## config.mk

```make
export PLATFORM = sky130hd
export DESIGN_NAME = wasm_i32_stack_executor_flat
export DESIGN_NICKNAME = d
export VERILOG_FILES = /design/src/sv/wse_pkg.sv /design/src/sv/wse_if.sv /design/src/sv/wse_div.sv /design/src/sv/wse_dp.sv /design/src/sv/wse_ctrl.sv /design/src/sv/wasm_i32_stack_executor.sv /design/src/flat_wrapper.sv
export SDC_FILE = /design/constraint.sdc
export NUM_CORES = 2
export LEC_CHECK = 0
export BUFFER_PORTS_ARGS = -buffer_cell sky130_fd_sc_hd__buf_4
export CAP_MARGIN = 40
export CORE_AREA = 5 5 536 538
export CTS_BUF_LIST = sky130_fd_sc_hd__clkbuf_2 sky130_fd_sc_hd__clkbuf_4 sky130_fd_sc_hd__clkbuf_8
export CTS_CLUSTER_DIAMETER = 100
export DETAILED_ROUTE_END_ITERATION = 8
export DIE_AREA = 0 0 541 543
export SYNTH_ARGS = -nofsm -noshare
export SYNTH_HDL_FRONTEND = slang
export SYNTH_SLANG_ARGS = --single-unit
```

## constraint.sdc

```tcl
create_clock -name clk_i -period 13.2 [get_ports clk_i]
set_input_delay 3.96 -clock clk_i [delete_from_list [all_inputs] [get_ports clk_i]]
set_output_delay 3.96 -clock clk_i [all_outputs]
set_load 0.005 [all_outputs]
```

## src/sv/wse_pkg.sv

```systemverilog
`timescale 1ns / 1ps
// Shared constants, codes, types and the opcode decoder for the i32 stack executor.
package wse_pkg;

  // Stack geometry
  localparam int STACK_DEPTH = 64;
  localparam int CNT_W       = $clog2(STACK_DEPTH + 1);
  localparam int ADDR_W      = (STACK_DEPTH > 1) ? $clog2(STACK_DEPTH) : 1;

  // Datapath and field widths
  localparam int DATA_W      = 32;
  localparam int OPC_W       = 8;
  localparam int DEPTH_OUT_W = 7;
  localparam int DIV_STEP_W  = $clog2(DATA_W);

  localparam logic [DATA_W-1:0] SIGNED_MIN = {1'b1, {(DATA_W-1){1'b0}}};
  localparam logic [DATA_W-1:0] MINUS_ONE  = {DATA_W{1'b1}};

  // Opcode bytes
  localparam logic [OPC_W-1:0] OPC_END   = 8'h0B;
  localparam logic [OPC_W-1:0] OPC_DROP  = 8'h1A;
  localparam logic [OPC_W-1:0] OPC_CONST = 8'h41;
  localparam logic [OPC_W-1:0] OPC_ADD   = 8'h6A;
  localparam logic [OPC_W-1:0] OPC_SUB   = 8'h6B;
  localparam logic [OPC_W-1:0] OPC_MUL   = 8'h6C;
  localparam logic [OPC_W-1:0] OPC_DIVS  = 8'h6D;
  localparam logic [OPC_W-1:0] OPC_DIVU  = 8'h6E;

  // Result status codes
  typedef enum logic [2:0] {
    ST_OK    = 3'd0,
    ST_END   = 3'd1,
    ST_FULL  = 3'd2,
    ST_FEW   = 3'd3,
    ST_DIV0  = 3'd4,
    ST_OVF   = 3'd5,
    ST_UNSUP = 3'd6
  } status_e;

  // Decoded instruction class
  typedef enum logic [3:0] {
    OP_CONST,
    OP_ADD,
    OP_SUB,
    OP_MUL,
    OP_DIVS,
    OP_DIVU,
    OP_DROP,
    OP_END,
    OP_UNSUP
  } op_class_e;

  // Controller -> datapath commands
  typedef struct packed {
    logic    accept;       // latch the request payload
    logic    rd_second;    // read address: 1 = count-2, 0 = count-1
    logic    push_imm;     // push the immediate
    logic    load_a;       // capture second-from-top operand
    logic    pop1;         // count -= 1
    logic    pop2;         // count -= 2, nothing pushed
    logic    alu_push;     // replace two operands by the ALU result
    logic    div_start;    // launch the divider
    logic    div_push;     // replace two operands by the quotient
    logic    top_from_rd;  // refresh cached top from the read port
    logic    load_out;     // load the output register
    status_e out_status;
  } ctrl_cmd_t;

  // Datapath -> controller status
  typedef struct packed {
    op_class_e op;
    logic      cnt_zero;
    logic      cnt_full;
    logic      cnt_lt2;
    logic      b_zero;
    logic      divs_ovf;
    logic      div_done;
  } dp_status_t;

  function automatic op_class_e decode_op(input logic [OPC_W-1:0] opc);
    op_class_e cls;
    unique case (opc)
      OPC_CONST: cls = OP_CONST;
      OPC_ADD:   cls = OP_ADD;
      OPC_SUB:   cls = OP_SUB;
      OPC_MUL:   cls = OP_MUL;
      OPC_DIVS:  cls = OP_DIVS;
      OPC_DIVU:  cls = OP_DIVU;
      OPC_DROP:  cls = OP_DROP;
      OPC_END:   cls = OP_END;
      default:   cls = OP_UNSUP;
    endcase
    return cls;
  endfunction

endpackage

```

## src/sv/wse_if.sv

```systemverilog
`timescale 1ns / 1ps
// Valid/ready channel interfaces for instruction requests and results.
interface wse_req_if;
  import wse_pkg::*;

  logic                     valid;
  logic                     ready;
  logic [OPC_W-1:0]         req_type;
  logic signed [DATA_W-1:0] immediate;

  modport source (output valid, output req_type, output immediate, input ready);
  modport sink   (input valid, input req_type, input immediate, output ready);
endinterface

interface wse_rsp_if;
  import wse_pkg::*;

  logic                     valid;
  logic                     ready;
  logic [2:0]               status;
  logic signed [DATA_W-1:0] top_value;
  logic [DEPTH_OUT_W-1:0]   stack_depth;

  modport source (output valid, output status, output top_value, output stack_depth,
                  input ready);
  modport sink   (input valid, input status, input top_value, input stack_depth,
                  output ready);
endinterface

```

## src/sv/wse_div.sv

```systemverilog
`timescale 1ns / 1ps
// Radix-2 restoring divider, signed or unsigned, one quotient bit per cycle.
module wse_div (
  input  logic                        clk_i,
  input  logic                        rst_ni,
  input  logic                        start_i,
  input  logic                        signed_i,
  input  logic [wse_pkg::DATA_W-1:0]  dividend_i,
  input  logic [wse_pkg::DATA_W-1:0]  divisor_i,
  output logic                        busy_o,
  output logic                        done_o,
  output logic [wse_pkg::DATA_W-1:0]  quotient_o
);
  import wse_pkg::*;

  logic                  busy_q, busy_d;
  logic                  done_q, done_d;
  logic [DIV_STEP_W-1:0] step_q, step_d;
  logic [DATA_W-1:0]     rem_q, rem_d;
  logic [DATA_W-1:0]     quo_q, quo_d;
  logic [DATA_W-1:0]     den_q, den_d;
  logic                  neg_q, neg_d;

  logic                  neg_a, neg_b;
  logic [DATA_W:0]       shifted;
  logic [DATA_W:0]       diff;
  logic                  fits;

  // Operand magnitudes and one restoring step
  assign neg_a   = signed_i & dividend_i[DATA_W-1];
  assign neg_b   = signed_i & divisor_i[DATA_W-1];
  assign shifted = {rem_q, quo_q[DATA_W-1]};
  assign diff    = shifted - {1'b0, den_q};
  assign fits    = (shifted >= {1'b0, den_q});

  always_comb begin
    busy_d = busy_q;
    done_d = 1'b0;
    step_d = step_q;
    rem_d  = rem_q;
    quo_d  = quo_q;
    den_d  = den_q;
    neg_d  = neg_q;
    if (start_i) begin
      busy_d = 1'b1;
      step_d = '0;
      rem_d  = '0;
      quo_d  = neg_a ? (DATA_W'(0) - dividend_i) : dividend_i;
      den_d  = neg_b ? (DATA_W'(0) - divisor_i) : divisor_i;
      neg_d  = neg_a ^ neg_b;
    end else if (busy_q) begin
      rem_d  = fits ? diff[DATA_W-1:0] : shifted[DATA_W-1:0];
      quo_d  = {quo_q[DATA_W-2:0], fits};
      step_d = step_q + DIV_STEP_W'(1);
      if (step_q == DIV_STEP_W'(DATA_W - 1)) begin
        busy_d = 1'b0;
        done_d = 1'b1;
      end
    end
  end

  // Control state
  always_ff @(posedge clk_i or negedge rst_ni) begin
    if (!rst_ni) begin
      busy_q <= 1'b0;
      done_q <= 1'b0;
      step_q <= '0;
    end else begin
      busy_q <= busy_d;
      done_q <= done_d;
      step_q <= step_d;
    end
  end

  // Working registers
  always_ff @(posedge clk_i) begin
    rem_q <= rem_d;
    quo_q <= quo_d;
    den_q <= den_d;
    neg_q <= neg_d;
  end

  assign busy_o     = busy_q;
  assign done_o     = done_q;
  assign quotient_o = neg_q ? (DATA_W'(0) - quo_q) : quo_q;

  // A started division is busy in the next cycle
  a_start_busy: assert property (@(posedge clk_i) disable iff (!rst_ni)
    start_i |=> busy_q)
    else $error("divider not busy after start");

  // Done and busy never overlap
  a_done_idle: assert property (@(posedge clk_i) disable iff (!rst_ni)
    done_q |-> !busy_q)
    else $error("divider done while busy");

endmodule

```

## src/sv/wse_dp.sv

```systemverilog
`timescale 1ns / 1ps
// Datapath: operand stack memory, cached top, ALU, divider and result register.
module wse_dp (
  input  logic                           clk_i,
  input  logic                           rst_ni,
  input  wse_pkg::ctrl_cmd_t             cmd_i,
  output wse_pkg::dp_status_t            stat_o,
  input  logic [wse_pkg::OPC_W-1:0]      req_type_i,
  input  logic [wse_pkg::DATA_W-1:0]     immediate_i,
  output logic [2:0]                     status_o,
  output logic [wse_pkg::DATA_W-1:0]     top_value_o,
  output logic [wse_pkg::DEPTH_OUT_W-1:0] stack_depth_o
);
  import wse_pkg::*;

  // Operand stack, contents undefined until pushed
  logic [DATA_W-1:0] stack_mem [STACK_DEPTH];
  logic [DATA_W-1:0] rdata_q;

  logic [CNT_W-1:0]  cnt_q, cnt_d;
  logic [DATA_W-1:0] top_q, top_d;
  logic [DATA_W-1:0] a_q;
  logic [DATA_W-1:0] imm_q;
  op_class_e         op_q;

  logic [CNT_W-1:0]  cnt_m1, cnt_m2;
  logic [ADDR_W-1:0] raddr, waddr;
  logic [DATA_W-1:0] wdata, alu_res, div_q;
  logic              we;
  logic              div_busy, div_done;

  logic [2:0]             out_status_q;
  logic [DATA_W-1:0]      out_top_q;
  logic [DEPTH_OUT_W-1:0] out_depth_q;

  assign cnt_m1 = cnt_q - CNT_W'(1);
  assign cnt_m2 = cnt_q - CNT_W'(2);

  // Request capture
  always_ff @(posedge clk_i) begin
    if (cmd_i.accept) begin
      op_q  <= decode_op(req_type_i);
      imm_q <= immediate_i;
    end
    if (cmd_i.load_a) begin
      a_q <= rdata_q;
    end
  end

  // ALU for the binary ops add, sub and mul
  always_comb begin
    unique case (op_q)
      OP_ADD:  alu_res = a_q + top_q;
      OP_SUB:  alu_res = a_q - top_q;
      OP_MUL:  alu_res = a_q * top_q;
      default: alu_res = '0;
    endcase
  end

  wse_div u_div (
    .clk_i      (clk_i),
    .rst_ni     (rst_ni),
    .start_i    (cmd_i.div_start),
    .signed_i   (op_q == OP_DIVS),
    .dividend_i (rdata_q),
    .divisor_i  (top_q),
    .busy_o     (div_busy),
    .done_o     (div_done),
    .quotient_o (div_q)
  );

  // Memory port selection
  assign raddr = cmd_i.rd_second ? cnt_m2[ADDR_W-1:0] : cnt_m1[ADDR_W-1:0];
  assign we    = cmd_i.push_imm | cmd_i.alu_push | cmd_i.div_push;
  assign waddr = cmd_i.push_imm ? cnt_q[ADDR_W-1:0] : cnt_m2[ADDR_W-1:0];
  assign wdata = cmd_i.push_imm ? imm_q : (cmd_i.div_push ? div_q : alu_res);

  always_ff @(posedge clk_i) begin
    if (we) begin
      stack_mem[waddr] <= wdata;
    end
    rdata_q <= stack_mem[raddr];
  end

  // Count and cached top
  always_comb begin
    cnt_d = cnt_q;
    top_d = top_q;
    priority if (cmd_i.push_imm) begin
      cnt_d = cnt_q + CNT_W'(1);
      top_d = imm_q;
    end else if (cmd_i.alu_push || cmd_i.div_push) begin
      cnt_d = cnt_m1;
      top_d = wdata;
    end else if (cmd_i.pop1) begin
      cnt_d = cnt_m1;
    end else if (cmd_i.pop2) begin
      cnt_d = cnt_m2;
    end else if (cmd_i.top_from_rd) begin
      top_d = rdata_q;
    end
  end

  always_ff @(posedge clk_i or negedge rst_ni) begin
    if (!rst_ni) begin
      cnt_q <= '0;
    end else begin
      cnt_q <= cnt_d;
    end
  end

  always_ff @(posedge clk_i) begin
    top_q <= top_d;
  end

  // Result register
  always_ff @(posedge clk_i) begin
    if (cmd_i.load_out) begin
      out_status_q <= cmd_i.out_status;
      out_top_q    <= (cnt_q == '0) ? '0 : top_q;
      out_depth_q  <= DEPTH_OUT_W'(cnt_q);
    end
  end

  assign status_o      = out_status_q;
  assign top_value_o   = out_top_q;
  assign stack_depth_o = out_depth_q;

  // Status toward the controller
  always_comb begin
    stat_o.op       = op_q;
    stat_o.cnt_zero = (cnt_q == '0);
    stat_o.cnt_full = (cnt_q == CNT_W'(STACK_DEPTH));
    stat_o.cnt_lt2  = (cnt_q < CNT_W'(2));
    stat_o.b_zero   = (top_q == '0);
    stat_o.divs_ovf = (rdata_q == SIGNED_MIN) && (top_q == MINUS_ONE);
    stat_o.div_done = div_done;
  end

  a_cnt_range: assert property (@(posedge clk_i) disable iff (!rst_ni)
    cnt_q <= CNT_W'(STACK_DEPTH))
    else $error("stack count beyond depth");

  a_push_room: assert property (@(posedge clk_i) disable iff (!rst_ni)
    cmd_i.push_imm |-> (cnt_q != CNT_W'(STACK_DEPTH)))
    else $error("push on full stack");

  a_binop_operands: assert property (@(posedge clk_i) disable iff (!rst_ni)
    (cmd_i.alu_push || cmd_i.div_push || cmd_i.pop2) |-> (cnt_q >= CNT_W'(2)))
    else $error("binary result without two operands");

  a_div_quiet: assert property (@(posedge clk_i) disable iff (!rst_ni)
    cmd_i.div_start |-> !div_busy)
    else $error("divider restarted while busy");

endmodule

```

## src/sv/wse_ctrl.sv

```systemverilog
`timescale 1ns / 1ps
// Controller: instruction sequencing state machine and channel handshakes.
module wse_ctrl (
  input  logic                 clk_i,
  input  logic                 rst_ni,
  input  logic                 req_valid_i,
  output logic                 req_ready_o,
  output logic                 rsp_valid_o,
  input  logic                 rsp_ready_i,
  input  wse_pkg::dp_status_t  stat_i,
  output wse_pkg::ctrl_cmd_t   cmd_o
);
  import wse_pkg::*;

  localparam logic [2:0] S_IDLE    = 3'd0;
  localparam logic [2:0] S_DECODE  = 3'd1;
  localparam logic [2:0] S_READ    = 3'd2;
  localparam logic [2:0] S_ALU     = 3'd3;
  localparam logic [2:0] S_DIV     = 3'd4;
  localparam logic [2:0] S_REFRESH = 3'd5;
  localparam logic [2:0] S_REFWAIT = 3'd6;
  localparam logic [2:0] S_DONE    = 3'd7;

  logic [2:0] state_q, state_d;
  status_e    st_q, st_d;
  logic       rsp_valid_q, rsp_valid_d;
  logic       out_free;

  assign out_free    = !rsp_valid_q || rsp_ready_i;
  assign req_ready_o = (state_q == S_IDLE);
  assign rsp_valid_o = rsp_valid_q;

  // Next state and commands
  always_comb begin
    state_d          = state_q;
    st_d             = st_q;
    cmd_o            = '0;
    cmd_o.out_status = st_q;
    unique case (state_q)
      S_IDLE: begin
        if (req_valid_i) begin
          cmd_o.accept = 1'b1;
          state_d      = S_DECODE;
        end
      end
      S_DECODE: begin
        st_d    = ST_OK;
        state_d = S_DONE;
        unique case (stat_i.op)
          OP_CONST: begin
            if (stat_i.cnt_full) begin
              st_d = ST_FULL;
            end else begin
              cmd_o.push_imm = 1'b1;
            end
          end
          OP_ADD, OP_SUB, OP_MUL, OP_DIVS, OP_DIVU: begin
            if (stat_i.cnt_lt2) begin
              st_d = ST_FEW;
            end else begin
              cmd_o.rd_second = 1'b1;
              state_d         = S_READ;
            end
          end
          OP_DROP: begin
            if (stat_i.cnt_zero) begin
              st_d = ST_FEW;
            end else begin
              cmd_o.pop1 = 1'b1;
              state_d    = S_REFRESH;
            end
          end
          OP_END:  st_d = ST_END;
          default: st_d = ST_UNSUP;
        endcase
      end
      S_READ: begin
        cmd_o.load_a = 1'b1;
        priority if (stat_i.op == OP_ADD || stat_i.op == OP_SUB ||
                     stat_i.op == OP_MUL) begin
          state_d = S_ALU;
        end else if (stat_i.b_zero) begin
          st_d       = ST_DIV0;
          cmd_o.pop2 = 1'b1;
          state_d    = S_REFRESH;
        end else if (stat_i.op == OP_DIVS && stat_i.divs_ovf) begin
          st_d       = ST_OVF;
          cmd_o.pop2 = 1'b1;
          state_d    = S_REFRESH;
        end else begin
          cmd_o.div_start = 1'b1;
          state_d         = S_DIV;
        end
      end
      S_ALU: begin
        cmd_o.alu_push = 1'b1;
        state_d        = S_DONE;
      end
      S_DIV: begin
        if (stat_i.div_done) begin
          cmd_o.div_push = 1'b1;
          state_d        = S_DONE;
        end
      end
      S_REFRESH: begin
        // new top lives one below the count; empty stack reports zero
        if (stat_i.cnt_zero) begin
          state_d = S_DONE;
        end else begin
          state_d = S_REFWAIT;
        end
      end
      S_REFWAIT: begin
        cmd_o.top_from_rd = 1'b1;
        state_d           = S_DONE;
      end
      S_DONE: begin
        if (out_free) begin
          cmd_o.load_out = 1'b1;
          state_d        = S_IDLE;
        end
      end
      default: state_d = S_IDLE;
    endcase
  end

  // Output transaction valid
  always_comb begin
    rsp_valid_d = rsp_valid_q;
    if (rsp_valid_q && rsp_ready_i) begin
      rsp_valid_d = 1'b0;
    end
    if (cmd_o.load_out) begin
      rsp_valid_d = 1'b1;
    end
  end

  always_ff @(posedge clk_i or negedge rst_ni) begin
    if (!rst_ni) begin
      state_q     <= S_IDLE;
      st_q        <= ST_OK;
      rsp_valid_q <= 1'b0;
    end else begin
      state_q     <= state_d;
      st_q        <= st_d;
      rsp_valid_q <= rsp_valid_d;
    end
  end

  // The result register is never overwritten while still held
  a_no_overwrite: assert property (@(posedge clk_i) disable iff (!rst_ni)
    cmd_o.load_out |-> (!rsp_valid_q || rsp_ready_i))
    else $error("result overwritten before taken");

  // One instruction in flight: no accept right after an accept
  a_one_inflight: assert property (@(posedge clk_i) disable iff (!rst_ni)
    (req_valid_i && req_ready_o) |=> !req_ready_o)
    else $error("second request accepted while busy");

  // A loaded result is offered in the next cycle
  a_load_valid: assert property (@(posedge clk_i) disable iff (!rst_ni)
    cmd_o.load_out |=> rsp_valid_q)
    else $error("loaded result not offered");

endmodule

```

## src/sv/wasm_i32_stack_executor.sv

```systemverilog
`timescale 1ns / 1ps
// Top level of the WebAssembly i32 operand stack executor.
//
// Usage: each request transaction on req_i carries one opcode byte (req_type)
// and a decoded signed immediate used only by i32.const. For each request one
// response transaction on rsp_o reports status, the top of stack (zero when
// empty) and the stack depth after the instruction.
// One instruction is in flight at a time, and the 32-step radix-2 divider makes
// division the slowest instruction. Drop and the divide-by-zero and overflow
// cases skip the top refresh read when the stack ends up empty.
// The response sits in an output register, so a new request is taken while
// an earlier response waits; if the receiver stalls, the next instruction
// completes and then holds until the register frees.
// Reset empties the stack and clears both channels; stack contents are not
// cleared, as every readable entry is written by a push first.
module wasm_i32_stack_executor (
  input  logic      clk_i,
  input  logic      rst_ni,
  wse_req_if.sink   req_i,
  wse_rsp_if.source rsp_o
);
  import wse_pkg::*;

  ctrl_cmd_t  cmd;
  dp_status_t stat;

  wse_ctrl u_ctrl (
    .clk_i       (clk_i),
    .rst_ni      (rst_ni),
    .req_valid_i (req_i.valid),
    .req_ready_o (req_i.ready),
    .rsp_valid_o (rsp_o.valid),
    .rsp_ready_i (rsp_o.ready),
    .stat_i      (stat),
    .cmd_o       (cmd)
  );

  wse_dp u_dp (
    .clk_i         (clk_i),
    .rst_ni        (rst_ni),
    .cmd_i         (cmd),
    .stat_o        (stat),
    .req_type_i    (req_i.req_type),
    .immediate_i   (req_i.immediate),
    .status_o      (rsp_o.status),
    .top_value_o   (rsp_o.top_value),
    .stack_depth_o (rsp_o.stack_depth)
  );

endmodule
```

## src/flat_wrapper.sv

```systemverilog
// flat-port wrapper written by rule: the top's interface ports become plain ports
module wasm_i32_stack_executor_flat import wse_pkg::*;
  (clk_i, rst_ni, req_i_valid, req_i_req_type, req_i_immediate, req_i_ready, rsp_o_valid, rsp_o_status, rsp_o_top_value, rsp_o_stack_depth, rsp_o_ready);
  wse_req_if req_i_i ();
  wse_rsp_if rsp_o_i ();
  input  logic clk_i;
  input  logic rst_ni;
  input wire logic [$bits(req_i_i.valid)-1:0] req_i_valid;
  input wire logic [$bits(req_i_i.req_type)-1:0] req_i_req_type;
  input wire logic [$bits(req_i_i.immediate)-1:0] req_i_immediate;
  output wire logic [$bits(req_i_i.ready)-1:0] req_i_ready;
  output wire logic [$bits(rsp_o_i.valid)-1:0] rsp_o_valid;
  output wire logic [$bits(rsp_o_i.status)-1:0] rsp_o_status;
  output wire logic [$bits(rsp_o_i.top_value)-1:0] rsp_o_top_value;
  output wire logic [$bits(rsp_o_i.stack_depth)-1:0] rsp_o_stack_depth;
  input wire logic [$bits(rsp_o_i.ready)-1:0] rsp_o_ready;
  assign req_i_i.valid = req_i_valid;
  assign req_i_i.req_type = req_i_req_type;
  assign req_i_i.immediate = req_i_immediate;
  assign req_i_ready = req_i_i.ready;
  assign rsp_o_valid = rsp_o_i.valid;
  assign rsp_o_status = rsp_o_i.status;
  assign rsp_o_top_value = rsp_o_i.top_value;
  assign rsp_o_stack_depth = rsp_o_i.stack_depth;
  assign rsp_o_i.ready = rsp_o_ready;
  wasm_i32_stack_executor u_core (.clk_i(clk_i), .rst_ni(rst_ni), .req_i(req_i_i), .rsp_o(rsp_o_i));
endmodule
```

==> impl_results.md <==
* Layout cells sized above 1 at 19.4%
* Gr ovfl total at 0
* Reg clk slew, reported paths at 0.06 ns
* Cell Area, Synth at 112000 um^2
* Vias in the first global route at slightly below 70000
* Depth of the CTS H-tree at 5
* DRT Pass-1 Iters at 6
* RSZ-0062 raised after global routing: no
* All-Layer GR Usage at 21.9%
* Clock root buffer: clkbuf_8
* Post-Route WL at 324 mm
* Starting density of the core at 39.9%
* Drt wl/cell at 27.6 um
* Most frequent cells in the layout: edfxtp_1 (2255), nand2_1 (928), mux4_2 (492), inv_1 (450), fa_1 (410)
* Seq/Total Area, Yosys at 61.9%
* Post-synthesis register bit count at 2340
* Die width at 541 um
* CTS tree: done
* Cell variety after synth at 95
* Core Footprint at between 200000 and 300000 um^2
* TritonCTS buffer count at 387
* Synth warnings at 0
* EDFF count, synth at 2255
* Clk buf depth at 4
* Vias at 66300
* Prevailing post-synth register cell: edfxtp_1
* Nets at between 8000 and 9000
* Antenna Nets Post-Route at 0
* CTS sink cnt at 2340
* HP Class: flip-flop to flip-flop
* Iter 0 DRT Violations at 6888
* Drc violations at 0
* Worst-Margin Slew at 1.21 ns
* Post-CTS setup buffers at 0
* Count of final hold-check violations at 0
* Die Y at between 500 and 600 um
* Status: completed
* CP startpoint kind: flip-flop
* Setup TNS at 0 ns
* Final max-slew violation count at 0
* Arr. time, crit path at 9.38 ns
* Slew margin rel. at 19.0%
* Die ar. at 294000 um^2
* Row count at 195
* Placer Congestion at 0.904
* Synthesized instance count at 7408
* # resized after CTS at 0
* Dpl hpwl at 192 mm
* Fmax at 0.115 GHz
* CP required at 13.85 ns
* Synth Net Count at 8060
* Dpl ws at approximately 4.6 ns
* Port buffer count at 87
* CP Capture Type: flip-flop
* Later-pin clock latency in the skew report at 1.00 ns
* Fin crit period at 8.72 ns
* Area Growth Syn to Fin at 12.2%
* Largest net degree at the start of global routing at 118
* Syn avg cell area at between 15 and 20 um^2
* Post-synth ARST share at 0.897%
* I/O pin count at between 80 and 90
* Hold buffer count at cts at 0
* Skew final at 0.142 ns
* Maxcap violations at 0
* Crit path max fanout at 64
* Commonest non-fill, non-tap cell in the layout: edfxtp_1
* First-pass GRT wire length at 473 mm
* Ratio of final minimum period to clock period at 66.1%
* Final worst slack at 4.48 ns
* Critical path type: flip-flop to flip-flop
* Setup violators final at 0
* Initial antenna violation count at 15
* DR vias/cell at about 5.6
-- per-layer routing --
layer  part of all wire [%]  wire [um]  up-vias  GRT usage (%)
met5                 0.0071         23        -              0
met4                    4.0      12800        4           7.86
met3                    7.6      24600      566           3.30
met2                     48     156000     2888           36.3
met1                     40     130000    34800           29.4
li1                       -          -    28000              -
-- worst max-delay path: stages, from the launching register on --
cell	delay, ns
edfxtp_1	0.98
and2_1	0.26
fa_1	0.45
fa_1	0.50
fa_1	0.53
inv_1	0.06
fa_1	0.50
inv_1	0.06
fa_1	0.50
inv_1	0.06
fa_1	0.54
inv_1	0.05
fa_1	0.51
fa_1	0.43
ha_1	0.41
nand4_1	0.21
o31ai_1	0.77
a211o_1	0.26
and3_1	0.15
a311oi_1	0.07
or3_1	0.42
o311ai_2	0.13
buf_4	0.57
-- synthesized netlist by cell type, types with 47 or more instances --
library cell | n | area share [%]
a21oi_1 | 172 | 0.77
a311oi_1 | 52 | 0.41
a31oi_1 | 53 | 0.30
and2_1 | 319 | 1.8
and3_1 | 53 | 0.30
buf_2 | 123 | 0.55
clkbuf_1 | 236 | 0.79
dfxtp_1 | 64 | 1.1
edfxtp_1 | 2255 | 60
fa_1 | 410 | 7.3
ha_1 | 198 | 2.2
inv_1 | 450 | 1.5
mux4_2 | 492 | 9.9
nand2_1 | 943 | 3.2
nand3_1 | 221 | 0.99
nor2_1 | 274 | 0.92
nor2b_1 | 59 | 0.33
nor3_1 | 47 | 0.21
o21ai_0 | 129 | 0.58
xnor2_1 | 161 | 1.3
xor2_1 | 104 | 0.81
-- stage by stage --
stage	hold WS, ns	instance area [um^2]	std cells	utilization (%)
after global routing	0.499	126000	11700	44.7
after CTS	0.479	126000	11700	44.7
after global placement	0.457	118000	11000	41.9
after detailed placement	0.471	118000	11000	42.0
after floorplan	0.425	112000	7408	-
final	0.484	126000	11700	44.7
-- registers in the layout, summed over array words and instances (netlist names) --
name                       flops
u_core.u_ctrl.rsp_valid_o      1
u_core.u_dp.op_q               4
u_core.u_dp.imm_q             32
u_core.u_dp.u_div.busy_o       1
u_core.u_dp.stack_depth_o      7
u_core.u_dp.a_q               32
u_core.u_dp.rdata_q           32
u_core.u_dp.u_div.done_o       1
u_core.u_ctrl.state_q          3
u_core.u_ctrl.st_q             3
u_core.u_dp.u_div.rem_q       32
u_core.u_dp.top_value_o       32
u_core.u_dp.stack_mem       2048
u_core.u_dp.top_q             32
u_core.u_dp.cnt_q              7
u_core.u_dp.u_div.quo_q       32
u_core.u_dp.u_div.den_q       32
u_core.u_dp.u_div.step_q       5
u_core.u_dp.u_div.neg_q        1
u_core.u_dp.status_o           3
-- worst paths after layout --
check | startpoint | slack [ns] | endpoint | cells past startpoint
worst max-delay path | u_core.u_dp.a_q[12] | 4.48 | u_core.u_dp.stack_mem[33][30] | 22
worst min-delay path | u_core.u_dp.u_div.rem_q[31] | 0.48 | u_core.u_dp.u_div.rem_q[31] | 2
worst max register to register | u_core.u_dp.a_q[12] | 4.48 | u_core.u_dp.stack_mem[33][30] | 22
worst min register to register | u_core.u_dp.u_div.rem_q[31] | 0.48 | u_core.u_dp.u_div.rem_q[31] | 2
max in group asynchronous | rst_ni | 9.89 | u_core.u_dp.u_div.busy_o | 1
min in group asynchronous | rst_ni | 2.96 | u_core.u_dp.cnt_q[5] | 1
-- cell families (layout without fill, tap and decap cells) --
logic type               after synthesis  count (layout)  synth area share, %
AND/OR/NAND/NOR                     2059            2059                 8.58
XOR/XNOR                             271             271                 2.16
adder cells (fa/ha/maj)              608             608                 9.52
flip-flops                          2340            2340                 61.9
multiplexers                         536             536                 10.3
other                                  0               7                    0
buffers and inverters                870            1450                 3.21
AO/OA/AOI/OAI                        724             724                 4.34
-- cell type report --
| class | instances | area [um^2] |
|---|---|---|
| Timing Repair Buffer | 305 | 2530 |
| Antenna cell | 7 | 17.5 |
| Inverter | 453 | 1700 |
| Clock buffer | 510 | 6320 |
| Fill cell | 24900 | 156000 |
| Sequential cell | 2340 | 69500 |
| Multi-Input combinational cell | 4198 | 40000 |
| Clock inverter | 182 | 1230 |
| Tap cell | 3743 | 4680 |
Power is left out: the tool's default activity adds up to more than one toggle a clock period on the data nets, which glitch-free logic cannot reach.
